$ cat src/vrgd_pkg.sv
// Shared types, sizes, register indexes and saturating arithmetic for the row fit.
// No dependencies; used by vrgd_cell and var_row_gradient_descent.
`default_nettype none
package vrgd_pkg;

    localparam int MAX_SERIES = 16;
    localparam int MAX_TIME   = 256;

    localparam logic [2:0] CFG_SERIES_COUNT    = 3'd0;
    localparam logic [2:0] CFG_TIME_LENGTH     = 3'd1;
    localparam logic [2:0] CFG_ITERATION_COUNT = 3'd2;
    localparam logic [2:0] CFG_STEP_SIZE       = 3'd3;

    typedef enum logic [3:0] {
        C_IDLE,
        C_CLEAR,
        C_LOADX,
        C_MUL_AX,
        C_CHAIN,
        C_MUL_RX,
        C_ACC_G,
        C_CLR_G,
        C_MUL_LO,
        C_MUL_HI,
        C_UPD
    } t_cell_op;

    typedef struct packed {
        t_cell_op           op;
        logic signed [31:0] data;
        logic signed [31:0] res;
        logic [31:0]        step;
    } t_cell_ctl;

    function automatic logic signed [63:0] sat_add64(input logic signed [63:0] a,
                                                     input logic signed [63:0] b);
        logic signed [64:0] s;
        s = {a[63], a} + {b[63], b};
        if (s[64] != s[63])
            return s[64] ? {1'b1, 63'd0} : {1'b0, {63{1'b1}}};
        return s[63:0];
    endfunction

    function automatic logic signed [31:0] sat32(input logic signed [63:0] v);
        if (v > 64'sd2147483647)
            return 32'sh7FFFFFFF;
        if (v < -64'sd2147483648)
            return 32'sh80000000;
        return v[31:0];
    endfunction

endpackage
`default_nettype wire

$ cat src/vrgd_cell.sv
// One coefficient cell: holds a_k, x_k[t] and g_k, one shared multiplier,
// and one link of the saturating partial-sum chain. Depends on vrgd_pkg.
`default_nettype none
module vrgd_cell (
    input  wire logic                i_clk,
    input  wire vrgd_pkg::t_cell_ctl i_ctl,
    input  wire logic                i_en,
    input  wire logic                i_ld,
    input  wire logic signed [63:0]  i_psum,
    output logic signed [63:0]       o_psum,
    output logic signed [31:0]       o_a
);
    import vrgd_pkg::*;

    logic signed [31:0] r_a, r_x;
    logic signed [63:0] r_g;
    logic [63:0]        r_p, r_lo;
    logic signed [32:0] w_ma, w_mb;
    logic signed [65:0] w_prod;
    logic [63:0]        w_mag, w_q;
    logic signed [63:0] w_d;

    assign w_mag = r_g[63] ? (64'd0 - r_g) : r_g;
    assign w_q   = (r_p + {32'd0, r_lo[63:32]}) >> 16;
    assign w_d   = r_g[63] ? -$signed(w_q) : $signed(w_q);

    always_comb begin
        w_ma = {r_a[31], r_a};
        w_mb = {r_x[31], r_x};
        case (i_ctl.op)
            C_MUL_RX: w_ma = {i_ctl.res[31], i_ctl.res};
            C_MUL_LO: begin
                w_ma = {1'b0, w_mag[31:0]};
                w_mb = {1'b0, i_ctl.step};
            end
            C_MUL_HI: begin
                w_ma = {1'b0, w_mag[63:32]};
                w_mb = {1'b0, i_ctl.step};
            end
            default: ;
        endcase
    end
    assign w_prod = w_ma * w_mb;

    always_ff @(posedge i_clk) begin
        case (i_ctl.op)
            C_CLEAR:  r_a <= '0;
            C_LOADX:  if (i_ld) r_x <= i_ctl.data;
            C_MUL_AX: r_p <= w_prod[63:0];
            C_CHAIN:  o_psum <= i_en ? sat_add64(i_psum, r_p) : i_psum;
            C_MUL_RX: r_p <= w_prod[63:0];
            C_ACC_G:  r_g <= sat_add64(r_g, r_p);
            C_CLR_G:  r_g <= '0;
            C_MUL_LO: r_p <= w_prod[63:0];
            C_MUL_HI: begin
                r_lo <= r_p;
                r_p  <= w_prod[63:0];
            end
            C_UPD:    if (i_en) r_a <= sat32({{32{r_a[31]}}, r_a} - w_d);
            default: ;
        endcase
    end

    assign o_a = r_a;
endmodule
`default_nettype wire

$ cat config.mk
export PLATFORM = sky130hd
export DESIGN_NAME = vrgd_cell
export DESIGN_NICKNAME = d
export VERILOG_FILES = /design/src/vrgd_pkg.sv /design/src/vrgd_cell.sv
export SDC_FILE = /design/constraint.sdc
export NUM_CORES = 2
export LEC_CHECK = 0
export BUFFER_PORTS_ARGS = -buffer_cell sky130_fd_sc_hd__buf_2
export CORE_MARGIN = 2
export CORE_UTILIZATION = 23
export DETAILED_ROUTE_END_ITERATION = 7
export PLACE_DENSITY_LB_ADDON = 0.08
export SYNTH_ARGS = -nofsm -noshare
export SYNTH_HDL_FRONTEND = slang
export SYNTH_SLANG_ARGS = --single-unit
$ cat constraint.sdc
create_clock -name i_clk -period 12.5 [get_ports i_clk]
set_input_delay 1.25 -clock i_clk [delete_from_list [all_inputs] [get_ports i_clk]]
set_output_delay 1.25 -clock i_clk [all_outputs]
set_load 0.01 [all_outputs]
# ---- After elaboration in Yosys (flattened, before gate mapping)
# Index checks and enable logic that the tools add are counted.
# Widths: inputs -> output; s select.
dict set report op_classes {
  order_cmp 2
  mul 1
  eq_ne 13
  addsub 6
  n_reduce_logical 6
  muxes 29
}
# cell count
set op_table {}
lappend op_table {{$mux 64} 9}
lappend op_table {{$mux 32} 5}
lappend op_table {{$add 64x64->65} 2}
lappend op_table {{$pmux 64 s2} 1}
lappend op_table {{$pmux 33 s3} 1}
lappend op_table {{$add 64x32->64} 1}
lappend op_table {{$gt 64x32->1 const B} 1}
lappend op_table {{$lt 64x32->1 const B} 1}
lappend op_table {{$mul 33x33->64} 1}
lappend op_table {{$neg 48->64} 1}
lappend op_table {{$pmux 32 s2} 1}
lappend op_table {{$sub 1x64->64 const A} 1}
lappend op_table {{$sub 64x64->64} 1}
lappend op_table {{$mux 33} 1}
lappend op_table {{$eq 4x3->1 const B} 4}
lappend op_table {{$eq 4x4->1 const B} 3}
lappend op_table {{$mux 1} 11}
lappend op_table {{$eq 4x2->1 const B} 2}
lappend op_table {{$eq 4x1->1 const B} 1}
lappend op_table {{$reduce_and 2->1} 2}
lappend op_table {{$reduce_bool 2->1} 2}
lappend op_table {{$reduce_or 4->1} 1}
lappend op_table {{$ne 1x1->1} 2}
lappend op_table {{$ne 2x2->1 const B} 1}
lappend op_table {{$reduce_or 2->1} 1}
dict set report word_totals {
  word_cells 63
  ff_bits 320
  output_inout_bits 96
  input_bits 167
}

# ---- Depth between registers and ports, before layout
dict set report logic_depth {
  ltp_word 15
  ltp_mapped 43
  ltp_nobuf 42
}

# ---- Worst setup path before layout
# OpenSTA, ideal clock, no wires.
dict set report synth_timing {
  kind {reg2reg}
  startpoint {register r_g[11]}
  endpoint {register r_p[63] (data pin)}
  path_stages_with_launch 42
  slack_ns 1.581
  arrival_ns 10.658
  required_time_ns 12.239
  n_path_buf 3
  setup_ns 0.261
  period_less_slack_ns 10.919
  path_cell_list {edfxtp_1 -> or4_1 -> or3_1 -> nor4_4 -> nand4_1 -> or4_1 -> nor4_1 -> nand2_1 -> or3_1 -> o21ai_1 -> xor2_1 -> o221a_2 -> buf_2 -> buf_2 -> nor2_1 -> fa_1 -> inv_1 -> fa_1 -> [6 not listed] -> fa_1 -> fa_1 -> inv_1 -> fa_1 -> inv_1 -> ha_1 -> clkbuf_1 -> nand4_1 -> o221a_2 -> and3_1 -> a21oi_1 -> a221o_1 -> a311o_1 -> a41o_1 -> a21oi_1 -> a211oi_1 -> nor4_1 -> a311o_1}
}
dict set report synth_via {
  elab_chain_cells 4
}
# item line
set synth_rtl {}
lappend synth_rtl {{from (decl)} vrgd_cell.sv:16} ;# logic signed [63:0] r_g;
lappend synth_rtl {{from (signal assigned)} vrgd_cell.sv:52} ;# C_ACC_G: r_g <= sat_add64(r_g, r_p);
lappend synth_rtl {{$sub 1x64->64} vrgd_cell.sv:23} ;# assign w_mag = r_g[63] ? (64'd0 - r_g) : r_g;
lappend synth_rtl {{$mux 64 (*)} vrgd_cell.sv:23}
lappend synth_rtl {{$pmux 33 s3 (*)} vrgd_cell.sv:30} ;# case (i_ctl.op)
lappend synth_rtl {{$mul 33x33->64 (*)} vrgd_cell.sv:43} ;# assign w_prod = w_ma * w_mb;
lappend synth_rtl {{net w_prod[63]} vrgd_cell.sv:19} ;# logic signed [65:0] w_prod;
lappend synth_rtl {{to (signal assigned)} vrgd_cell.sv:49} ;# C_MUL_AX: r_p <= w_prod[63:0];
lappend synth_rtl {{to (signal assigned)} vrgd_cell.sv:51} ;# C_MUL_RX: r_p <= w_prod[63:0];
lappend synth_rtl {{to (signal assigned)} vrgd_cell.sv:54} ;# C_MUL_LO: r_p <= w_prod[63:0];
lappend synth_rtl {{to (decl)} vrgd_cell.sv:17} ;# logic [63:0] r_p, r_lo;
# The timed path passes the listed nets; every way through them passes the cells marked *.
# A chain may end at the register's enable or synchronous reset.

# ---- Final worst setup path
dict set report layout_timing {
  startpoint {register r_g[13]}
  endpoint {register r_p[63] (data pin)}
}
# The elaborated chain is that of the path after synthesis.

==> results by group <==
Synthesis
  • Top-count cell post-synth: inv_1
  • Synth Cell Area: 64300 µm²
  • Post-synthesis cell type count: 93
  • Synth Warn #: 0
  • Post-synth EDFFs: 288
  • Post-synthesis compound-gate area fraction: 0.136
  • Multiplexer area fraction after synthesis: 0.00613
  • Yosys reg bits: 288
  • Sequential cell area fraction in the yosys report: 0.135
  • FFs w/ async S/R, synth: 0
  • Synth Area in Adders: 0.436
  • Synth Instances: 7297
  • Post-Syn Nets: 9028
  • Top post-synthesis cells by count: 1232 x inv_1, 1128 x fa_1, 834 x nand2_1
  • Ranking of synthesized cells by area: fa_1 35%, edfxtp_1 13%, ha_1 8.5%
  • Simple-gate share of the synthesized area: 0.146
  • Area share of the leading cell type in the synthesized netlist: 0.351
  • Mean area per synthesized cell: 8.81 µm²
  • Yosys top cell by area: fa_1
  • Dominant combinational cell family by area after synthesis: adder cells
  • Top_reg_cell synth: edfxtp_1
  • Synth Area in XOR/XNOR: 0.0485

Worst setup path
  • Crit-path slowest cell: o221ai_2
  • Worst-path fanout max: 10
  • Worst path required time: 12900 ps
  • Arrival time worst endpoint: 12370 ps
  • Crit path kind: reg2reg
  • CP max stage delay: 730 ps
  • Crit path top cell by count: fa_1
  • Crit. End Element: flop
  • CP Launch Type: flop

GRT
  • Largest net degree at the start of global routing: 68
  • Initial antenna violation count: 17
  • Number of global-route vias before repair: 56400
  • GRT Total Usage: 0.200
  • GRT overflow: 0
  • First-pass GRT wire length: 412000 µm

Timing
  • Clk_skew: 62.8 ps
  • Worst-Margin Slew: 1210 ps
  • Period utilization: 0.957
  • Final Slew Violations: 0
  • Relative slew slack: 0.172
  • Fin crit period: 11970 ps
  • Fmax: 83.6 MHz
  • Final setup fails: 0
  • Final Hold Vio Count: 0
  • Final TNS setup: 0 ps

Route
  • Routed WL per cell: 25.3 µm
  • Vias/cell: 4.69
  • Final WL: 287000 µm
  • Initial DRC count: 3297
  • Antenna-violating nets left: 0
  • Vias: 53100
  • Drc violations: 0
  • First drt pass iteration count: 5

Placement
  • Area after detailed placement: 71700 µm²
  • DP Wirelength: 240000 µm
  • Final Wtd Congestion: 0.868
  • Port bufs: 262

Clock tree
  • CTS Buf Count: 41
  • Clock Pin Slew Worst Setup and Hold Paths: 80 ps
  • CTS max path bufs: 3
  • H-tree levels: 2
  • Worst skew pair latency: 670 ps
  • Sink Count: 288
  • Hold-fix buffers at CTS: 0
  • CTS tree: built
  • Root buffer cell: clkbuf_16

Layout
  • Post-layout instance area: 73100 µm²
  • Multi-input combinational cell area: 50200 µm²
  • Total Nets Final: 9296
  • Share of cells above drive strength 1: 0.102
  • Layout fillers: 30500
  • FF+latch area: 8650 µm²
  • Layout Area Growth over Synthesis: 13.8%

Floorplanning
  • Die area: 284000 µm²
  • Die height: 533 µm
  • Core area: 279000 µm²
  • Initial Util: 0.231
  • Num ports: 263
  • Std-Cell Rows: 194
  • Die W: 533 µm

Run
  • Total of max-cap violations: 0

Outcome
  • Outcome: completed

Hold path
  • Hold Crit Class: reg2reg
## sequential cells by signal, summed over array words and instances (netlist names)
register and count:
o_psum 64, r_x 32, r_p 64, r_g 64
o_a 32, r_lo 32
## per-layer routing
layer	GRT usage	wire (µm)	vias to the layer above
met4	0.0507	8600	0
met5	0	0	-
met2	0.354	144000	1100
li1	-	-	24300
met1	0.263	125000	27500
met3	0.0119	8540	188
## metrics by stage
step	hold slack, ps	setup slack (ps)	utilization	std cells
final	756	531	0.262	11300
after global routing	746	-4.53	0.262	11300
after CTS	713	136	0.262	11300
after detailed placement	740	-252	0.257	11200
after global placement	732	-64.3	0.257	11200
after floorplan	480	1580	-	7297
## layout make-up
| type | instances | share of cell area |
|---|---|---|
| clock buffers | 49 | 0.0144 |
| inverters | 1235 | 0.0634 |
| multi-input cells | 5446 | 0.687 |
| repair buffers | 553 | 0.0492 |
| clock inverters | 23 | 0.00382 |
| well taps | 3724 | 0.0637 |
| flip-flops and latches | 288 | 0.118 |
| diodes | 4 | 0.000137 |
## cell usage in the layout (no fill, tap or decap), drive strengths merged, types with 19 or more instances in the layout
master	count
a31oi	41
o21bai	51
o221a	27
and3	65
o211ai	25
or4	19
nand2b	39
xnor2	184
nand3	86
or3	34
nand4	46
clkinv	19
o21ai	284
o21a	34
nor2b	39
a211oi	43
a211o	21
o31ai	63
a21oi	329
or2	25
ha	436
o22ai	64
a21o	166
nor3	86
o221ai	30
nor2	799
and2	31
inv	1233
xor2	172
nor4	21
nand2	834
clkbuf	49
fa	1128
edfxtp	288
buf	553
mux2i	36
## worst max-delay path: cells and delay by family (launching register included)
kind                       cells  cell delay (ps)
adders and majority gates      9             4350
AOI/OAI and AO/OA             11             3100
and+or+nand+nor                9             2930
buffers and inverters          8              740
DFF                            1              450
xor gates and xnor gates       1              140
## repair_timing
item	in CTS	in global routing
gates cloned	0	0
buffers inserted	4	0
gates resized for setup	0	11
pin swaps	1	0
setup endpoints to repair	2	17
## cell families after synthesis
kind of cell	count (synthesis)
mux	39
flops	288
buf+inv	1563
fa+ha+maj	1565
simple gates	2162
xor+xnor	356
compound gates	1324
## worst paths after layout
kind / from / to / slack [ps] / cells after the start
min reg2reg: r_p[55] / r_lo[55] / 760 / 1
max: r_g[13] / r_p[63] / 530 / 38
max reg2reg: r_g[13] / r_p[63] / 530 / 38
min: r_p[55] / r_lo[55] / 760 / 1
Power is left out: the tool's default activity adds up to more than one toggle a clock period on the data nets, which glitch-free logic cannot reach.
